`config.mk`:
```
export PLATFORM = sky130hd
export DESIGN_NAME = tcl_ctrl
export DESIGN_NICKNAME = d
export VERILOG_FILES = /design/src/tcl_pkg.sv /design/src/tcl_ctrl.sv
export SDC_FILE = /design/constraint.sdc
export NUM_CORES = 1
export LEC_CHECK = 0
export BUFFER_PORTS_ARGS = -buffer_cell sky130_fd_sc_hd__buf_2
export CAP_MARGIN = 40
export CORE_UTILIZATION = 40
export CTS_BUF_LIST = sky130_fd_sc_hd__clkbuf_16
export DETAILED_ROUTE_END_ITERATION = 10
export MAX_ROUTING_LAYER = met4
export PLACE_DENSITY = 0.72
export SLEW_MARGIN = 0
export SYNTH_ARGS = -nofsm -noshare
export SYNTH_HDL_FRONTEND = slang
export SYNTH_SLANG_ARGS = --single-unit
```
`constraint.sdc`:
```
create_clock -name clk -period 5.4 [get_ports clk]
set_input_delay 1.62 -clock clk [delete_from_list [all_inputs] [get_ports clk]]
set_output_delay 1.62 -clock clk [all_outputs]
set_load 0.01 [all_outputs]
```
`src/tcl_pkg.sv`:
```
`default_nettype none

package tcl_pkg;

    // Request and result payloads
    typedef struct packed {
        logic [1:0]  mode;
        logic [31:0] sample_value;
        logic        frame_last;
        logic [31:0] trigger_value;
    } req_t;

    typedef struct packed {
        logic [31:0] read_data;
        logic        read_valid;
        logic [1:0]  capture_state;
    } rsp_t;

    // Request modes
    localparam logic [1:0] MODE_SAMPLE = 2'd0;
    localparam logic [1:0] MODE_ARM    = 2'd1;
    localparam logic [1:0] MODE_STOP   = 2'd2;
    localparam logic [1:0] MODE_READ   = 2'd3;

    // Capture state codes as seen on the result
    localparam logic [1:0] CAP_ARMED   = 2'd0;
    localparam logic [1:0] CAP_HOLD    = 2'd1;
    localparam logic [1:0] CAP_STOPPED = 2'd2;

    // Trigger compare kinds
    localparam logic [1:0] CMP_EQ = 2'd0;
    localparam logic [1:0] CMP_GT = 2'd1;
    localparam logic [1:0] CMP_LT = 2'd2;

    // Register file
    localparam int ADDR_W = 5;
    localparam logic [2:0] REG_CHANNELS = 3'd0;
    localparam logic [2:0] REG_DECIM    = 3'd1;
    localparam logic [2:0] REG_COMPARE  = 3'd2;
    localparam logic [2:0] REG_POST     = 3'd3;
    localparam logic [2:0] REG_MASK     = 3'd4;
    localparam logic [2:0] REG_PATTERN  = 3'd5;

    localparam logic [15:0] DECIM_RESET   = 16'd9;
    localparam logic [31:0] PATTERN_RESET = 32'hffff_ffff;

    typedef struct packed {
        logic [4:0]  channel_count;
        logic [15:0] decimation_rate;
        logic [1:0]  compare_kind;
        logic [15:0] post_trigger_ticks;
        logic [31:0] trigger_mask;
        logic [31:0] trigger_pattern;
    } cfg_t;

endpackage

`default_nettype wire

```
`src/tcl_ctrl.sv`:
```
`default_nettype none

module tcl_ctrl #(
    parameter int MEMORY_DEPTH = 4096,
    parameter int AW           = 12
) (
    input  wire logic          clk,
    input  wire logic          rst_n,
    input  wire tcl_pkg::cfg_t cfg,
    input  wire logic          accept,
    input  wire tcl_pkg::req_t req,
    output logic               wr_en,
    output logic [AW-1:0]      wr_addr,
    output logic               rd_en,
    output logic [AW-1:0]      rd_addr,
    output logic [1:0]         state_next
);
    import tcl_pkg::*;

    typedef enum logic [1:0] {
        PH_ARMED   = CAP_ARMED,
        PH_HOLD    = CAP_HOLD,
        PH_STOPPED = CAP_STOPPED
    } phase_t;

    localparam logic [AW:0] DEPTH_W = (AW+1)'(MEMORY_DEPTH);

    // Depth mod (index + 1), worked out at elaboration
    localparam logic [3:0] DEPTH_MOD [16] = '{
        4'(MEMORY_DEPTH % 1),  4'(MEMORY_DEPTH % 2),  4'(MEMORY_DEPTH % 3),
        4'(MEMORY_DEPTH % 4),  4'(MEMORY_DEPTH % 5),  4'(MEMORY_DEPTH % 6),
        4'(MEMORY_DEPTH % 7),  4'(MEMORY_DEPTH % 8),  4'(MEMORY_DEPTH % 9),
        4'(MEMORY_DEPTH % 10), 4'(MEMORY_DEPTH % 11), 4'(MEMORY_DEPTH % 12),
        4'(MEMORY_DEPTH % 13), 4'(MEMORY_DEPTH % 14), 4'(MEMORY_DEPTH % 15),
        4'(MEMORY_DEPTH % 16)
    };

    function automatic logic [AW-1:0] wrap_addr(input logic [AW:0] a);
        logic [AW:0] b;
        b = a - DEPTH_W;
        return (a >= DEPTH_W) ? b[AW-1:0] : a[AW-1:0];
    endfunction

    phase_t        phase_reg,   phase_next;
    logic [AW-1:0] wr_idx_reg,  wr_idx_next;
    logic [AW-1:0] rd_idx_reg,  rd_idx_next;
    logic [15:0]   decim_reg,   decim_next;
    logic [15:0]   hold_reg,    hold_next;
    logic          stop_reg,    stop_next;
    logic [4:0]    word_reg,    word_next;

    logic          decim_due;
    logic          take;
    logic [AW-1:0] wr_idx_tick;
    logic [AW-1:0] base;
    logic [4:0]    ch_m1;
    logic [31:0]   masked;
    logic          hit;

    // Trigger compare
    always_comb
    begin
        masked = req.trigger_value & ~cfg.trigger_mask;
        case (cfg.compare_kind)
            CMP_EQ:  hit = (masked == cfg.trigger_pattern);
            CMP_GT:  hit = (masked > cfg.trigger_pattern);
            CMP_LT:  hit = (masked < cfg.trigger_pattern);
            default: hit = 1'b0;
        endcase
    end

    // Capture window and pointer arithmetic
    assign decim_due   = (decim_reg >= cfg.decimation_rate);
    assign take        = decim_due && (phase_reg == PH_ARMED || phase_reg == PH_HOLD);
    assign wr_addr     = wrap_addr({1'b0, wr_idx_reg} + (AW+1)'(word_reg));
    assign wr_idx_tick = take ? wrap_addr({1'b0, wr_idx_reg} + (AW+1)'(cfg.channel_count))
                              : wr_idx_reg;
    assign ch_m1       = cfg.channel_count - 5'd1;
    assign base        = wrap_addr({1'b0, wr_idx_tick} + (AW+1)'(DEPTH_MOD[ch_m1[3:0]]));
    assign rd_addr     = rd_idx_reg;

    // Next state for one request
    always_comb
    begin
        phase_next  = phase_reg;
        wr_idx_next = wr_idx_reg;
        rd_idx_next = rd_idx_reg;
        decim_next  = decim_reg;
        hold_next   = hold_reg;
        stop_next   = stop_reg;
        word_next   = word_reg;
        wr_en       = 1'b0;
        rd_en       = 1'b0;
        if (accept)
        begin
            case (req.mode)
                MODE_SAMPLE:
                begin
                    wr_en = take && (word_reg < cfg.channel_count);
                    if (req.frame_last)
                    begin
                        // End of frame: one tick
                        word_next   = 5'd0;
                        wr_idx_next = wr_idx_tick;
                        decim_next  = decim_due ? 16'd0 : decim_reg + 16'd1;
                        case (phase_reg)
                            PH_ARMED:
                            begin
                                if (hit || stop_reg)
                                begin
                                    stop_next  = 1'b0;
                                    hold_next  = cfg.post_trigger_ticks;
                                    phase_next = PH_HOLD;
                                end
                            end
                            PH_HOLD:
                            begin
                                if (hold_reg == 16'd0)
                                begin
                                    rd_idx_next = base;
                                    phase_next  = PH_STOPPED;
                                end
                                else
                                begin
                                    hold_next = hold_reg - 16'd1;
                                end
                            end
                            default: ;
                        endcase
                    end
                    else if (word_reg != 5'd31)
                    begin
                        word_next = word_reg + 5'd1;
                    end
                end
                MODE_ARM:  phase_next = PH_ARMED;
                MODE_STOP: stop_next  = 1'b1;
                MODE_READ:
                begin
                    rd_en       = 1'b1;
                    rd_idx_next = wrap_addr({1'b0, rd_idx_reg} + (AW+1)'(1));
                end
                default: ;
            endcase
        end
    end

    assign state_next = phase_next;

    always_ff @(posedge clk or negedge rst_n)
    begin
        if (!rst_n)
        begin
            phase_reg  <= PH_ARMED;
            wr_idx_reg <= '0;
            rd_idx_reg <= '0;
            decim_reg  <= 16'd0;
            hold_reg   <= 16'd0;
            stop_reg   <= 1'b0;
            word_reg   <= 5'd0;
        end
        else
        begin
            phase_reg  <= phase_next;
            wr_idx_reg <= wr_idx_next;
            rd_idx_reg <= rd_idx_next;
            decim_reg  <= decim_next;
            hold_reg   <= hold_next;
            stop_reg   <= stop_next;
            word_reg   <= word_next;
        end
    end

endmodule

`default_nettype wire

```
# Word level (Yosys, flattened, before mapping)

Memories as Yosys holds them, arrays and structs flattened.
Index checks and enable logic that the tools add are counted.

Register bits: 64
Memory bits (read-only): 64
Input port bits: 173
Output and inout port bits: 28
Word-level logic and storage cells: 96
Memories kept: 1

Memory list:

| memory          | depth | width | rd ports | clocked after memory_dff | write ports | line           | RTL |
|---|---|---|---|---|---|---|---|
| (no name shown) | 16    | 4     | 1        | 0                        | 0           | tcl_ctrl.sv:79 | `assign base = wrap_addr({1'b0, wr_idx_tick} + (AW+1)'(DEPTH_MOD[ch_m1[3:0]]));` |

Add/subtract/negate cells: 12
$lt $le $gt $ge: 9
Equal/unequal tests: 15
Muxes and demuxes: 32
Bitwise operators: 3
Reductions and logical operators: 17

Operators by type and width:

| kind                                                                  | number |
|---|---|
| 12-bit 2-to-1 mux                                                     | 8 |
| 13-bit greater-or-equal comparator (second input constant)            | 4 |
| 16-bit 2-to-1 mux                                                     | 3 |
| 12-bit by 1-bit subtractor with 12-bit output (second input constant) | 4 |
| 32-bit AND                                                            | 1 |
| 32-bit == test                                                        | 1 |
| 32-bit > comparator                                                   | 1 |
| 32-bit < comparator                                                   | 1 |
| 32-bit inverter                                                       | 1 |
| 16-bit case mux with 2 select lines                                   | 1 |
| 12-bit by 5-bit adder with 13-bit output                              | 2 |
| 12-bit case mux with 2 select lines                                   | 1 |
| 16-bit by 1-bit adder with 16-bit output (second input constant)      | 1 |
| 16-bit greater-or-equal comparator                                    | 1 |
| 16-bit zero test                                                      | 1 |
| 16-bit by 1-bit subtractor with 16-bit output (second input constant) | 1 |
| 12-bit by 1-bit adder with 13-bit output (second input constant)      | 1 |
| 12-bit by 4-bit adder with 13-bit output                              | 1 |
| 2-bit != test (second input constant)                                 | 6 |
| 5-bit 2-to-1 mux                                                      | 2 |
| 5-bit AND reduction                                                   | 2 |
| 2-bit 2-to-1 mux                                                      | 4 |
| 4-bit 2-to-1 mux                                                      | 2 |
| 2-bit case mux with 2 select lines                                    | 2 |
| other kinds (18)                                                      | 36 |

# Logic depth before layout (Yosys ltp)

Word-level depth: 12
Gate-level depth with buffers: 17

# Least setup slack after synthesis

Ideal clock, no wire load.

Path type: input to output
Start point: input port req[28] (netlist name)
End point: output port state_next[0]
Arrival time: 3.769 ns
Required time: 3.780 ns
Path slack: 0.011 ns
Stages on the path: 11
Cells stage by stage: nor2b_1 -> ha_1 -> nand4_1 -> nor3_1 -> nand4_1 -> a2111oi_0 -> a31o_2 -> a211o_1 -> mux2_2 -> clkbuf_1 -> nand2_1

Word-level cells in the longest chain between the ends: 9

RTL lines:

| what                                        | line            | RTL |
|---|---|---|
| from (decl)                                 | tcl_ctrl.sv:11  | `input wire tcl_pkg::req_t req,` |
| 32-bit AND *                                | tcl_ctrl.sv:63  | `masked = req.trigger_value & ~cfg.trigger_mask;` |
| 32-bit < comparator (tied with other cells) | tcl_ctrl.sv:67  | `CMP_LT: hit = (masked < cfg.trigger_pattern);` |
| 1-bit case mux with 3 select lines *        | tcl_ctrl.sv:64  | `case (cfg.compare_kind)` |
| 1-bit logical OR *                          | tcl_ctrl.sv:109 | `if (hit \|\| stop_reg)` |
| 2-bit 2-to-1 mux *                          | tcl_ctrl.sv:109 |  |
| 2-bit case mux with 2 select lines *        | tcl_ctrl.sv:106 | `case (phase_reg)` |
| 2-bit 2-to-1 mux *                          | tcl_ctrl.sv:100 | `if (req.frame_last)` |
| 2-bit case mux with 2 select lines *        | tcl_ctrl.sv:96  | `case (req.mode)` |
| 2-bit 2-to-1 mux *                          | tcl_ctrl.sv:94  | `if (accept)` |
| to (decl)                                   | tcl_ctrl.sv:16  | `output logic [1:0] state_next` |

Mark *: on every way between the ends. The rest lies on a longest branch, timed or not.

# Worst setup path after layout

Start point: input port req[25] (netlist name)
End point: output port state_next[0]

Same word-level chain as after synthesis.

==> key figures <==
Placed design
  – Cells after DPL: 1102
  – Final HPWL DP: around 12 mm
  – DP Area: a little over 7000 µm²
  – Port-buffer cells: roughly 170
  – RePlAce Congestion: between 0.8 and 0.9

STA
  – RSZ-0062 raised after global routing: true
  – Fmax: around 190 MHz
  – Final setup viols: 0
  – Min Tclk post-route: about 5.4 ns
  – Max_slew headroom: between 40% and 50%
  – Final slew viol count: 0
  – Final hold vios: 0
  – Worst slew pin tran: around 0.77 ns
  – Final period util: between 90% and 100%
  – Final Skew: just over 0.008 ns

Synthesis
  – Number of flops mapped to enable cells by yosys: 0
  – Flops & latches, synth: 64
  – Largest cells by area after synthesis: dfrtp_1 27%, ha_1 15%, nor2_1 5.0%, o21ai_0 4.5%, nor2b_1 4.5%
  – Syn avg cell area: 7.92 µm²
  – Leading area contributor after synthesis: dfrtp_1
  – Main flop type after synthesis: dfrtp_1
  – Synthesized area: 6030 µm²
  – Synth top cells by count: 80 x nor2_1, 71 x ha_1, 65 x inv_1
  – Asr flop ratio synth: 100%
  – Post-synthesis cell type count: 68
  – Top-count cell post-synth: nor2_1
  – Synthesis Warnings: 0
  – Cells after synthesis: 761
  – Synth Net Count: roughly 1.0k
  – Sequential area share after synthesis: between 20% and 30%
  – Post-synth top area share: between 20% and 30%

Routing
  – Number of remaining DRC errors: 34
  – Wire per inst: about 14 µm
  – Initial DRC count: around 400
  – Vias per inst: 5.21
  – 1st-pass router iterations: 8
  – Routed WL: roughly 15 mm
  – Routed Antenna Nets: 0
  – DR vias: between 5k and 6k

Flow run
  – Max Cap Viol: 0

Floorplan
  – Die span in y: approximately 120 µm
  – Cell Rows: 44
  – Die area: 15600 µm²
  – Die Width: about 120 µm
  – Core area: about 15000 µm²
  – I/O Pins: approximately 200
  – Starting Density: 41.2%

Clocking
  – H-tree levels: 3
  – # hold bufs at CTS: 0
  – CTS root buffer: clkbuf_16
  – TritonCTS clock tree: yes
  – Clk Latency, worst-skew pair: 0.33 ns
  – CTS Buffer Depth: 2
  – Num CTS Buffers: 9
  – Clock transition at the registers of the reported paths: approximately 0.05 ns
  – CTS Sinks: 64

Final layout
  – Post-route insts no fill: approximately 1.1k
  – Area delta synth->final: 23.2%
  – Layout cells sized above 1: a little under a quarter
  – Final instance area: between 7000 and 8000 µm²
  – Fin nets: roughly 1.2k

Critical path
  – Crit path DAT: ~3.7 ns
  – Required @ worst endpoint: 3.78 ns
  – CP Capture Type: primary output
  – Critical path peak fanout: 3
  – Kind of critical path: input pin to primary output
  – Nature of the critical path startpoint: input pin

GRT
  – Largest net degree at the start of global routing: 42
  – Initial antenna violation count: 2
  – Global-route wire length before repair: 25.4 mm
  – Vias in the first global route: between 5k and 6k
  – GR Overflow Total: 0
  – All-Layer GR Usage: approximately 20%

Hold path
  – Worst min-delay path class: flip-flop to flip-flop

Outcome
  – Status: finished with violations
  – Failing checks: DRC

Power and ir drop
  – Pleak: approximately 3.8 nW
  – Peak VDD IR: approximately 0.00016 V
  – Total power density per cell area: ~240 nW/µm²
[through the flow]
step	util (%)	total power [mW]	TNS [ns]	setup slack (ns)	hold slack [ns]
after floorplan	-	0.969	0	0.0107	0.467
after global placement	48.1	1.13	-0.124	-0.124	0.490
after detailed placement	48.3	1.15	-0.115	-0.115	0.493
after CTS	50.7	1.77	0	0.0138	0.505
after global routing	50.7	1.88	-0.0483	-0.0483	0.545
final	50.7	1.76	0	0.0462	0.512
[worst paths after layout]
check                        startpoint             to  slack [ns]  depth (start not counted)
setup / recovery                req[25]  state_next[0]        0.05                         12
hold / removal                 stop_reg       stop_reg        0.51                          1
setup reg to reg           decim_reg[0]    rd_addr[10]        1.53                         15
hold reg to reg                stop_reg       stop_reg        0.51                          1
max in group asynchronous         rst_n  decim_reg[10]        3.40                          3
min in group asynchronous         rst_n    hold_reg[1]        1.16                          1
[placed cells by master, fill, tap and decap left out, drive strengths merged, types with 3 or more instances in the layout]
master	synthesis	layout
buf	6	183
a21o	13	13
nor4	11	11
nor3	22	22
or3	3	3
o21bai	5	5
nor2	80	80
clkbuf	17	9
nand3	20	20
fa	3	3
mux2	3	3
a22oi	6	6
nor3b	3	3
xnor2	22	22
or2	3	3
a31oi	6	6
ha	71	71
nand2b	13	13
o211ai	3	3
o22ai	4	4
and3	10	10
a21oi	51	51
and2	3	3
inv	65	66
o31ai	3	3
dfrtp	64	64
o21ai	72	72
nor2b	43	43
nand4	24	24
nand2	60	60
xor2	23	23
[worst max-delay path: stages]
cell      delay, ns
buf_2          0.09
nor2b_1        0.12
ha_1           0.28
a21o_1         0.16
a21o_1         0.15
a211o_1        0.25
o211ai_1       0.08
a41oi_1        0.13
a211o_1        0.34
mux2_4         0.33
nand2_4        0.07
buf_6          0.11
[cell type report]
cell class / count / area (µm²)
Clock inverter: 5 / 75.1
Timing Repair Buffer: 183 / 972
Antenna cell: 2 / 5.00
Clock buffer: 9 / 225
Multi-Input combinational cell: 608 / 4080
Inverter: 65 / 244
Tap cell: 184 / 230
Sequential cell: 64 / 1600
Fill cell: 1439 / 7220
[metal layers]
| metal | GRT usage [%] | share of wire, % | vias up | routed length (µm) |
|---|---|---|---|---|
| met5 | - | 0 | - | 0 |
| met4 | 6.03 | 1.5 | 0 | 228 |
| met3 | 3.95 | 5.8 | 19 | 886 |
| met2 | 33.4 | 46 | 144 | 6960 |
| met1 | 25.6 | 47 | 2668 | 7080 |
| li1 | - | - | 3007 | - |
[cell families (layout without fill, tap and decap cells)]
logic type | count (synthesis) | count (layout) | synth area share [%]
DFF | 64 | 64 | 26.6
and+or+nand+nor | 300 | 300 | 25.0
adders and majority gates | 74 | 74 | 15.7
AOI/OAI and AO/OA | 184 | 184 | 19.0
muxes | 5 | 5 | 0.892
buffers and inverters | 89 | 262 | 6.27
xor gates and xnor gates | 45 | 45 | 6.54
other | 0 | 2 | 0
[where the power goes]
part	internal (mW)	switching [mW]	leakage, nW	total, mW
logic	0.229	0.258	2.86	0.487
registers	0.564	0.0993	0.809	0.663
clock network	0.395	0.210	0.146	0.605
total	1.19	0.567	3.82	1.76
[timing repair]
action | 4_1_cts | 5_1_grt
endpoints found under the setup margin | 1 | 1
buffers inserted | 2 | 0
pin swaps | 7 | 3
gates resized for setup | 7 | 4
(Power assumes the default switching activity.)
