**src/tcl_pkg.sv**
```systemverilog
`default_nettype none

package tcl_pkg;

    // Request and result payloads
    typedef struct packed {
        logic [1:0]  mode;
        logic [31:0] sample_value;
        logic        frame_last;
        logic [31:0] trigger_value;
    } req_t;

    typedef struct packed {
        logic [31:0] read_data;
        logic        read_valid;
        logic [1:0]  capture_state;
    } rsp_t;

    // Request modes
    localparam logic [1:0] MODE_SAMPLE = 2'd0;
    localparam logic [1:0] MODE_ARM    = 2'd1;
    localparam logic [1:0] MODE_STOP   = 2'd2;
    localparam logic [1:0] MODE_READ   = 2'd3;

    // Capture state codes as seen on the result
    localparam logic [1:0] CAP_ARMED   = 2'd0;
    localparam logic [1:0] CAP_HOLD    = 2'd1;
    localparam logic [1:0] CAP_STOPPED = 2'd2;

    // Trigger compare kinds
    localparam logic [1:0] CMP_EQ = 2'd0;
    localparam logic [1:0] CMP_GT = 2'd1;
    localparam logic [1:0] CMP_LT = 2'd2;

    // Register file
    localparam int ADDR_W = 5;
    localparam logic [2:0] REG_CHANNELS = 3'd0;
    localparam logic [2:0] REG_DECIM    = 3'd1;
    localparam logic [2:0] REG_COMPARE  = 3'd2;
    localparam logic [2:0] REG_POST     = 3'd3;
    localparam logic [2:0] REG_MASK     = 3'd4;
    localparam logic [2:0] REG_PATTERN  = 3'd5;

    localparam logic [15:0] DECIM_RESET   = 16'd9;
    localparam logic [31:0] PATTERN_RESET = 32'hffff_ffff;

    typedef struct packed {
        logic [4:0]  channel_count;
        logic [15:0] decimation_rate;
        logic [1:0]  compare_kind;
        logic [15:0] post_trigger_ticks;
        logic [31:0] trigger_mask;
        logic [31:0] trigger_pattern;
    } cfg_t;

endpackage

`default_nettype wire

```
**src/tcl_regs.sv**
```systemverilog
`default_nettype none

module tcl_regs #(
    parameter int MAX_CHANNELS = 16
) (
    input  wire logic                      clk,
    input  wire logic                      rst_n,
    input  wire logic                      psel,
    input  wire logic                      penable,
    input  wire logic                      pwrite,
    input  wire logic [tcl_pkg::ADDR_W-1:0] paddr,
    input  wire logic [31:0]               pwdata,
    output logic [31:0]                    prdata,
    output tcl_pkg::cfg_t                  cfg
);
    import tcl_pkg::*;

    localparam logic [4:0] CH_MAX = 5'(MAX_CHANNELS);

    cfg_t        cfg_reg;
    logic        wr;
    logic [2:0]  idx;
    logic [4:0]  ch_in;
    logic [4:0]  ch_fixed;

    assign wr    = psel && penable && pwrite;
    assign idx   = paddr[4:2];
    assign ch_in = pwdata[4:0];

    // Out-of-range channel counts fall back to one
    assign ch_fixed = (ch_in == 5'd0 || ch_in > CH_MAX) ? 5'd1 : ch_in;

    always_ff @(posedge clk or negedge rst_n)
    begin
        if (!rst_n)
        begin
            cfg_reg.channel_count      <= CH_MAX;
            cfg_reg.decimation_rate    <= DECIM_RESET;
            cfg_reg.compare_kind       <= CMP_EQ;
            cfg_reg.post_trigger_ticks <= 16'd0;
            cfg_reg.trigger_mask       <= 32'd0;
            cfg_reg.trigger_pattern    <= PATTERN_RESET;
        end
        else if (wr)
        begin
            case (idx)
                REG_CHANNELS: cfg_reg.channel_count      <= ch_fixed;
                REG_DECIM:    cfg_reg.decimation_rate    <= pwdata[15:0];
                REG_COMPARE:  cfg_reg.compare_kind       <= pwdata[1:0];
                REG_POST:     cfg_reg.post_trigger_ticks <= pwdata[15:0];
                REG_MASK:     cfg_reg.trigger_mask       <= pwdata;
                REG_PATTERN:  cfg_reg.trigger_pattern    <= pwdata;
                default:      ;
            endcase
        end
    end

    // Read mux
    always_comb
    begin
        case (idx)
            REG_CHANNELS: prdata = {27'd0, cfg_reg.channel_count};
            REG_DECIM:    prdata = {16'd0, cfg_reg.decimation_rate};
            REG_COMPARE:  prdata = {30'd0, cfg_reg.compare_kind};
            REG_POST:     prdata = {16'd0, cfg_reg.post_trigger_ticks};
            REG_MASK:     prdata = cfg_reg.trigger_mask;
            REG_PATTERN:  prdata = cfg_reg.trigger_pattern;
            default:      prdata = 32'd0;
        endcase
    end

    assign cfg = cfg_reg;

endmodule

`default_nettype wire

```
**config.mk**
```make
export PLATFORM = sky130hd
export DESIGN_NAME = tcl_regs
export DESIGN_NICKNAME = d
export VERILOG_FILES = /design/src/tcl_pkg.sv /design/src/tcl_regs.sv
export SDC_FILE = /design/constraint.sdc
export NUM_CORES = 1
export LEC_CHECK = 0
export ABC_AREA = 1
export BUFFER_PORTS_ARGS = -buffer_cell sky130_fd_sc_hd__buf_2
export CORE_MARGIN = 1.5
export CORE_UTILIZATION = 50
export DETAILED_ROUTE_END_ITERATION = 8
export HOLD_SLACK_MARGIN = 0.15
export PLACE_DENSITY = 0.81
export SLEW_MARGIN = 20
export SYNTH_ARGS = -nofsm -noshare
export SYNTH_HDL_FRONTEND = slang
export SYNTH_SLANG_ARGS = --single-unit
```
**constraint.sdc**
```tcl
create_clock -name clk -period 1.6 [get_ports clk]
set_input_delay 0.24 -clock clk [delete_from_list [all_inputs] [get_ports clk]]
set_output_delay 0.24 -clock clk [all_outputs]
set_load 0.005 [all_outputs]
```
## Yosys cells after proc, flatten, opt, wreduce, memory -nomap -nowiden

Cells that the tools add are included.

- Magnitude comparators: 1
- Equality and inequality tests: 5
- Muxes and demuxes: 2
- Reductions and logical operators: 11

Operator list:

| operator | count |
|---|---|
| $pmux W32 S6 | 1 |
| $reduce_and A2 Y1 | 6 |
| $eq A3 B2 Y1 const B | 2 |
| $eq A3 B3 Y1 const B | 2 |
| $gt A5 B5 Y1 const B | 1 |
| $logic_not A5 Y1 | 1 |
| $mux W5 | 1 |
| $eq A3 B1 Y1 const B | 1 |
| $logic_not A3 Y1 | 1 |
| $logic_and A1 B1 Y1 | 2 |
| $logic_or A1 B1 Y1 | 1 |

- Bits in registers: 103
- Input port bits: 42
- Output and inout bits: 135
- Word-level logic and storage cells: 25

## Logic depth before layout (Yosys ltp)

Gate-level depths: netlist of run 1.

- Depth in word-level cells: 3
- Mapped depth: 9
- Gate-level depth less buffers: 7

## Worst setup path after synthesis of run 1

No wires, ideal clock.

- Kind: input to output
- Start: input paddr[4] (netlist name)
- End: output prdata[11]
- Arrival: 1139 ps
- Data required time: 1360 ps
- Setup slack: 221 ps
- Stages on the path: 8
- Buffers on the path: 3
- Cells stage by stage: buf_2 inv_2 buf_4 nand3_4 inv_4 buf_2 a21oi_1 nand2_1

- Cells in the longest elaborated chain, start to end: 2
- Elaborated cells between the ends (all ways): 7

RTL lines:

| what | line | source |
|---|---|---|
| from (decl) | tcl_regs.sv:11 | `input wire logic [tcl_pkg::ADDR_W-1:0] paddr,` |
| $eq A3 B3 Y1 (tied with other cells) | tcl_regs.sv:61 | `case (idx)` |
| $pmux W32 S6 * | tcl_regs.sv:61 |  |
| to (decl) | tcl_regs.sv:13 | `output logic [31:0] prdata,` |

Every way passes the cells marked *; elsewhere a longest branch is shown, timed or not.

## Worst setup path after layout of run 1

- Start: register cfg_reg (netlist bit cfg[1])
- End: output prdata[1]

- Cells in the longest elaborated chain, start to end: 1

RTL lines:

| what | line | source |
|---|---|---|
| from (decl) | tcl_regs.sv:20 | `cfg_t cfg_reg;` |
| $pmux W32 S6 | tcl_regs.sv:61 |  |

Every way passes these cells.

==> summary.txt, run 1 <==
worst hold slack - 0.290 ns
# port buffers - 174
CP bufs+invs - 1
most used cell, CP - nand2_1
P_int - 5080 uW
#FFs+latches synth - 103
Slew Viols, Final - 0
fill cell total of the finished layout - 726
first-pass GRT wire length - 23200 um
CP Class - flop to output pin
syn_area_per_cell - 8.07 um^2
placed cells - 901
residual DRC count - 0
vias in the first global route - 4874
CP max stage delay - 0.57 ns
Post-DRT Antenna Nets - 0
CP top delay family - flip-flops
DP Area - 0.00604 mm^2
Clock transition at path regs - 0.10 ns
Net Sw Frac - 31.9%
register share of total power - 49.2%
FMAX - 628 MHz
most frequent cells in the layout - 175 x nand2_1, 173 x buf_2, 85 x o21ai_0
final period utilization - 99.5%
status - finished clean
critical path startpoint category - flop
DPL Wire Length - 10200 um
crit-path max FO - 3
die width - 102 um
drt initial violations - 317
row count - 35
hold crit path type - input port to flop
LEAKAGE - 0.00357 uW
clk root buf - clkbuf_8
Worst Tran Pin Value - 0.494 ns
slew margin rel. - 66.9%
DR WL/cell - 15.6 um
Netlist cell types - 25
die area - 0.0104 mm^2
RSZ-0062 raised after global routing - true
Starting Density - 52.2%
PwrDens - 1110 mW/mm^2
yosys synthesis warning count - 0
CTS tree - done
largest net degree at the start of global routing - 43
Cells after Synth - 607
Core Box Area - 0.00937 mm^2
area delta synth->final - 36.9%
required time of the critical path - 1.36 ns
min cycle time layout - 1.59 ns
Finished Cell Area - 0.00670 mm^2
clock group share of total power - 24.8%
GRT Util Overall - 28.7%
setup_tns - 0 ns
Die H - 102 um
layout cells sized above 1 - 35.1%
ANT cells - 0
drt first pass iters - 5
Final nets - 868
IO Count - 177
Util after Layout - 71.5%
Worst Path Arrival - 1.35 ns
number of antenna violations at the first check in global routing - 0
fin cells - 959
post-synth net total - 650
Final setup viols - 0
CTS buffer count - 9
grt ovf - 0
leading area contributor after synthesis - dfrtp_1
critical path endpoint category - output pin
MaxCap Viol Count - 0
routed vias - 5022
worst skew pair latency - 0.37 ns
max reg flops - 103
total net switching power - 2380 uW
vias per cell - 5.24
Peak VDD IR - 0.632 mV
Comb power frac - 26.0%
CTS max path bufs - 2
htree depth - 3
mapped cell area - 0.00490 mm^2
top cells by area, synth - dfrtp_1 35%, dfstp_2 19%, nand2_1 13%, o21ai_0 9.8%, inv_1 6.3%
wirelength, routed - 15000 um
post-synth top area share - 34.8%
Final Hold Viols - 0
critical path cell sequence - nand4_1 -> nand2_1 -> nor2_1 -> nand2_1 -> buf_2
register area share after synthesis - 53.5%
Clock Skew - 0 ns
slowest stage cell, crit path - dfstp_2
most common cell after layout, fill and taps aside - nand2_1
CTS Sinks - 103
GP Congestion - 0.965
[logic make-up after synthesis]
kind of cell	synth area share, %
AO/OA/AOI/OAI	13.2
AND/OR/NAND/NOR	22.9
buffers and inverters	10.1
adder cells (fa/ha/maj)	0.256
flip-flops	53.5
[through the flow]
step                      power, uW  setup slack, ns
after floorplan                4380            0.221
after global placement         5360            0.162
after detailed placement       5440            0.111
after CTS                      7360          0.00126
after global routing           7840          -0.0313
final                          7460          0.00801
[final timing paths]
check	start	end	slack [ns]	cells after the start
setup reg to reg	cfg[2]	cfg[2]	0.66	3
min in group asynchronous	rst_n	cfg[36]	0.32	2
max in group asynchronous	rst_n	cfg[17]	0.69	3
setup / recovery	cfg[1]	prdata[1]	0.008	5
hold / removal	pwrite	cfg[85]	0.29	5
hold reg to reg	cfg[85]	cfg[85]	0.49	2
[Yosys cell counts (all sizes together)]
cell type	instances
nor2	29
nand4	9
nand2	178
a21oi	11
buf	20
nand3	41
clkbuf	15
ha	1
dfrtp	68
inv	85
nor4	1
dfstp	35
o21ai	98
o22ai	16
[power groups by stage]
stage / Combinational [uW] / Clock, uW / Sequential, uW
floorplan: 685 / 0 / 3700
global placement: 1690 / 0 / 3670
detailed placement: 1760 / 0 / 3680
CTS: 1850 / 1860 / 3650
global route: 2170 / 1940 / 3730
finish: 1940 / 1850 / 3670
[worst reg2reg max path, stage by stage (launching register included)]
cell and delay (ns):
dfstp_2 0.55, buf_4 0.11, o21ai_0 0.13, nand2_1 0.10
[per-layer routing]
metal | GRT usage [%] | share of wire (%) | vias up
met3 | 5.34 | 7.6 | 43
met2 | 47.1 | 48 | 254
li1 | - | - | 2355
met4 | 13.6 | 2.9 | 0
met5 | 0 | 0 | -
met1 | 37.0 | 41 | 2370
[repair_timing]
| action | in CTS | in global routing |
|---|---|---|
| endpoints found under the hold margin | 143 | 0 |
| pin swaps | 1 | 24 |
| endpoints found under the setup margin | 7 | 16 |
| cloned | 0 | 0 |
| setup buffers | 2 | 7 |
| gates resized for setup | 7 | 23 |
| hold buffers | 33 | 0 |
[layout make-up]
cell class	instances	area, um^2	area share (%)
clock buffers	10	128	1.90
well taps	129	161	2.41
multi-input cells	384	1820	27.1
inverters	85	324	4.84
repair buffers	242	1550	23.2
clock inverters	6	93.8	1.40
flip-flops and latches	103	2620	39.1
Note: power is estimated with default switching activity, not from simulation.
==> inputs of run 2 (changes only) <==
--- a/config.mk
+++ b/config.mk
@@ -9,6 +9,7 @@
 export BUFFER_PORTS_ARGS = -buffer_cell sky130_fd_sc_hd__buf_2
 export CORE_MARGIN = 1.5
 export CORE_UTILIZATION = 50
+export CTS_BUF_LIST = sky130_fd_sc_hd__clkbuf_16
 export DETAILED_ROUTE_END_ITERATION = 8
 export HOLD_SLACK_MARGIN = 0.15
 export PLACE_DENSITY = 0.81
==> run 2 against run 1 <==
Combinational power down 5%. Worst setup slack better by 0.052 ns. Via count down 0.72%. Routed wire length down 3.9%. Sequential share of layout area up 0.73 points. Critical endpoint is now prdata[2].
==> summary.txt, run 2 (synthesized netlist as in run 1, its figures left out) <==
area delta synth->final - 34.3%
max reg flops - 103
CTS tree - done
CP max stage delay - 0.54 ns
most frequent cells in the layout - 176 x nand2_1, 173 x buf_2, 84 x o21ai_0
die width - 102 um
number of antenna violations at the first check in global routing - 0
CP top delay family - flip-flops
wirelength, routed - 14400 um
CP bufs+invs - 1
Clock Skew - 0 ns
largest net degree at the start of global routing - 43
# port buffers - 174
critical path cell sequence - nand4_1 -> nand2_1 -> nor2_1 -> nand2_1 -> buf_2
min cycle time layout - 1.54 ns
LEAKAGE - 0.00353 uW
Most Crowded Layer GR - met2
routed vias - 4986
worst r2r src - cfg[5]
FMAX - 649 MHz
htree depth - 3
required time of the critical path - 1.36 ns
MaxCap Viol Count - 0
DR WL/cell - 15.3 um
Util after Layout - 70.2%
setup_tns - 0 ns
crit-path max FO - 3
most used cell, CP - nand2_1
Starting Density - 52.2%
Final setup viols - 0
PwrDens - 1200 mW/mm^2
critical path startpoint category - flop
met2 track demand over resource - 46.2%
hold crit path type - input port to flop
CTS buffer count - 9
Die H - 102 um
Peak VDD IR - 0.756 mV
IO Count - 177
drt first pass iters - 5
slowest stage cell, crit path - dfstp_2
critical path endpoint category - output pin
die area - 0.0104 mm^2
fill cell total of the finished layout - 763
first-pass GRT wire length - 22600 um
ANT cells - 0
worst hold start - pwdata[7]
Worst R2R Setup Slack - 0.68 ns
worst skew pair latency - 0.34 ns
vias per cell - 5.32
residual DRC count - 0
GP Congestion - 0.965
most common cell after layout, fill and taps aside - nand2_1
vias in the first global route - 4749
CP Class - flop to output pin
Slew Viols, Final - 0
CTS Sinks - 103
Worst Tran Pin Value - 0.508 ns
CTS max path bufs - 2
Clock transition at path regs - 0.07 ns
grt ovf - 0
row count - 35
Post-DRT Antenna Nets - 0
Worst setup startpoint - cfg[2]
Final Hold Viols - 0
layout cells sized above 1 - 33.9%
DPL Wire Length - 10200 um
met3 Resource Use GR - 5.20%
Final nets - 847
status - finished clean
GRT Util Overall - 27.9%
met1 Track Usage GR - 36.3%
Core Box Area - 0.00937 mm^2
slew margin rel. - 66.0%
Worst Path Arrival - 1.30 ns
drt initial violations - 266
clk root buf - clkbuf_16
RSZ-0062 raised after global routing - false
final period utilization - 96.3%
run 2: cell count changes in the layout (fill, tap and decap cells not counted), moves of 2 or more:
cell	delta
buf_4	-5
inv_1	+7
clkbuf_16	+9
o21ai_2	-2
clkbuf_8	-9
dlygate4sd3_1	-16
inv_2	-6
o21ai_1	+3
run 2: path summary, 6_finish.rpt:
check                             to  cells past startpoint
min in group asynchronous    cfg[36]                      2
max                        prdata[2]                      5
min                           cfg[7]                      3
min reg2reg                  cfg[85]                      2
max reg2reg                   cfg[5]                      2
max in group asynchronous    cfg[17]                      3
run 2: what timing repair did:
item                                    4_1_cts  5_1_grt
setup buffers                                 0        4
gates resized for setup                       2       16
hold buffers                                 17        0
endpoints found under the setup margin        2       15
pin swaps                                     0        6
endpoints found under the hold margin        69        0
gates cloned                                  0        0
run 2: final cells by class:
class | instances | area, um^2 | area share [%]
Clock buffer | 9 | 225 | 3.42
Clock inverter | 7 | 97.6 | 1.48
Inverter | 85 | 322 | 4.89
Multi-Input combinational cell | 384 | 1790 | 27.3
Sequential cell | 103 | 2620 | 39.9
Tap cell | 129 | 161 | 2.45
Timing Repair Buffer | 221 | 1360 | 20.6
run 2: routing by layer:
| metal | vias up | wire length [um] |
|---|---|---|
| li1 | 2320 | - |
| met1 | 2341 | 5740 |
| met2 | 289 | 7090 |
| met3 | 36 | 1210 |
| met4 | 0 | 340 |
| met5 | - | 0 |
run 2: per-stage QoR:
step	instance area, um^2	power (uW)	hold WS (ns)	worst slack (ns)	std cells
4_1_cts	6540	7860	0.160	0.00380	934
3_5_place_dp	6040	5440	0.182	0.111	901
6_report	6580	7880	0.165	0.0596	938
5_1_grt	6580	8290	0.168	0.000998	938
2_1_floorplan	4900	4380	-0.0556	0.221	607
3_3_place_gp	6040	5360	0.184	0.162	901
run 2: tightest hold or removal path, cell delays in order:
cell and delay [ns]:
buf_2 0.13, nand2_1 0.06, o21ai_0 0.07
run 2: power breakdown:
group / total (uW) / switching, uW / internal (uW)
combinational: 1840 / 1010 / 833
clock: 2370 / 992 / 1380
sequential: 3660 / 369 / 3300
==> inputs of run 3 (changes only) <==
--- a/config.mk
+++ b/config.mk
@@ -13,7 +13,8 @@
 export DETAILED_ROUTE_END_ITERATION = 8
 export HOLD_SLACK_MARGIN = 0.15
 export PLACE_DENSITY = 0.81
-export SLEW_MARGIN = 20
+export SETUP_SLACK_MARGIN = 0.15
+export SKIP_LAST_GASP = 1
 export SYNTH_ARGS = -nofsm -noshare
 export SYNTH_HDL_FRONTEND = slang
 export SYNTH_SLANG_ARGS = --single-unit
==> run 3 against run 2 <==
Non-clock buffer count increased by 22. Cell count increased by 2.3%. Combinational power increased by 14%. Core utilization increased by 2.7 points. Sequential share of layout area decreased by 1.5 points. Clock power about the same. Global-route usage increased by 0.83 points. Clock-buffer cell count unchanged. Fmax increased by 1.6%. Worst setup slack improved by 0.024 ns. Clock skew unchanged. Critical path depth unchanged. Highest routed layer unchanged.
==> summary.txt, run 3 (synthesized netlist as in run 1, its figures left out) <==
htree depth - 3
area delta synth->final - 39.5%
R2R depth - 3
met1 Track Usage GR - 37.6%
Most Crowded Layer GR - met2
Die H - 102 um
slew margin rel. - 66.9%
Worst setup startpoint - cfg[12]
wirelength, routed - 15100 um
Worst Path Arrival - 1.28 ns
setup_tns - 0 ns
number of antenna violations at the first check in global routing - 0
die width - 102 um
required time of the critical path - 1.36 ns
crit-path max FO - 2
Worst R2R Setup Slack - 0.59 ns
met2 track demand over resource - 47.8%
PwrDens - 1190 mW/mm^2
clk root buf - clkbuf_16
GRT Util Overall - 28.7%
die area - 0.0104 mm^2
Final Hold Viols - 0
Starting Density - 52.2%
CP Class - flop to output pin
# port buffers - 174
DR WL/cell - 15.7 um
CTS Sinks - 103
Core Box Area - 0.00937 mm^2
routed vias - 5080
R2R Path End - cfg[14]
grt ovf - 0
Peak VDD IR - 0.772 mV
most common cell after layout, fill and taps aside - nand2_1
residual DRC count - 0
placed cells - 901
drt initial violations - 284
vias in the first global route - 4852
first-pass GRT wire length - 23300 um
most frequent cells in the layout - 175 x nand2_1, 173 x buf_2, 84 x o21ai_0
ANT cells - 0
CTS buffer count - 9
Final nets - 869
RSZ-0062 raised after global routing - true
layout cells sized above 1 - 40.1%
LEAKAGE - 0.00365 uW
crit path capture - prdata[12]
vias per cell - 5.29
FMAX - 659 MHz
largest net degree at the start of global routing - 43
worst skew pair latency - 0.33 ns
final period utilization - 94.8%
min cycle time layout - 1.52 ns
Clock Skew - 0 ns
Slew Viols, Final - 0
CTS max path bufs - 2
hold crit path type - input port to flop
critical path endpoint category - output pin
drt first pass iters - 5
MaxCap Viol Count - 0
CTS tree - done
Total Power - 8160 uW
Util after Layout - 72.9%
fill cell total of the finished layout - 707
max reg flops - 103
met3 Resource Use GR - 4.58%
IO Count - 177
row count - 35
GP Congestion - 0.965
Clock transition at path regs - 0.07 ns
DPL Wire Length - 10200 um
fin cells - 960
Post-DRT Antenna Nets - 0
status - finished clean
critical path startpoint category - flop
Final setup viols - 0
Worst Tran Pin Value - 0.495 ns
worst r2r src - cfg[14]
## run 3: cell types whose count changed in the layout (fill, tap and decap cells not counted), moves of 4 or more
cell | previous run | this run
inv_2 | 5 | 27
inv_1 | 80 | 58
buf_4 | 24 | 46
o22ai_2 | 0 | 8
o21ai_2 | 3 | 7
o21ai_1 | 11 | 7
o22ai_1 | 16 | 8
## run 3: cell type report
| cell class | instances | area [um^2] | share of cell area, % |
|---|---|---|---|
| sequential | 103 | 2620 | 38.4 |
| multi-input combinational | 384 | 1870 | 27.5 |
| tap | 129 | 161 | 2.36 |
| timing repair buffer | 243 | 1520 | 22.3 |
| clock buffer | 9 | 225 | 3.30 |
| inverter | 85 | 327 | 4.78 |
| clock inverter | 7 | 97.6 | 1.43 |
## run 3: how the worst min path moves through the flow
stage,from,to,slack (ns),cells after the start
after floorplan,rst_n,cfg[100],-0.06,0
after global placement,rst_n,cfg[36],0.18,1
after detailed placement,rst_n,cfg[34],0.18,1
after CTS,pwdata[12],cfg[12],0.16,3
after global routing,pwdata[7],cfg[39],0.17,3
final,pwdata[8],cfg[8],0.17,3
## run 3: report_power, final
| group | total [uW] | switching (uW) | internal [uW] |
|---|---|---|---|
| Clock | 2370 | 986 | 1380 |
| Sequential | 3690 | 389 | 3300 |
| Combinational | 2100 | 1100 | 997 |
| Total | 8160 | 2480 | 5680 |
## run 3: through the flow
step                worst slack, ns  instance area [um^2]  hold WS [ns]
floorplan                     0.221                  4900       -0.0556
finish                       0.0833                  6830         0.172
CTS                          0.0844                  6690         0.160
detailed placement            0.111                  6040         0.182
global placement              0.162                  6040         0.184
global route              -0.000480                  6830         0.169
## run 3: critical path, cell delays in order (launching register included)
cell and delay (ns):
dfstp_2 0.54, inv_2 0.05, o21ai_2 0.13, inv_1 0.06, nand2_1 0.06, buf_2 0.11
## run 3: layer usage
layer / part of all wire (%) / vias up
met5: 0 / -
met4: 2.5 / 0
met3: 8.3 / 38
met2: 49 / 283
met1: 40 / 2395
li1: - / 2364
## run 3: repair_timing
action | in CTS | in global routing
hold buffers | 17 | 0
setup buffers | 17 | 9
endpoints found under the setup margin | 26 | 32
resized for setup | 35 | 23
endpoints found under the hold margin | 69 | 0
pin swaps | 41 | 14
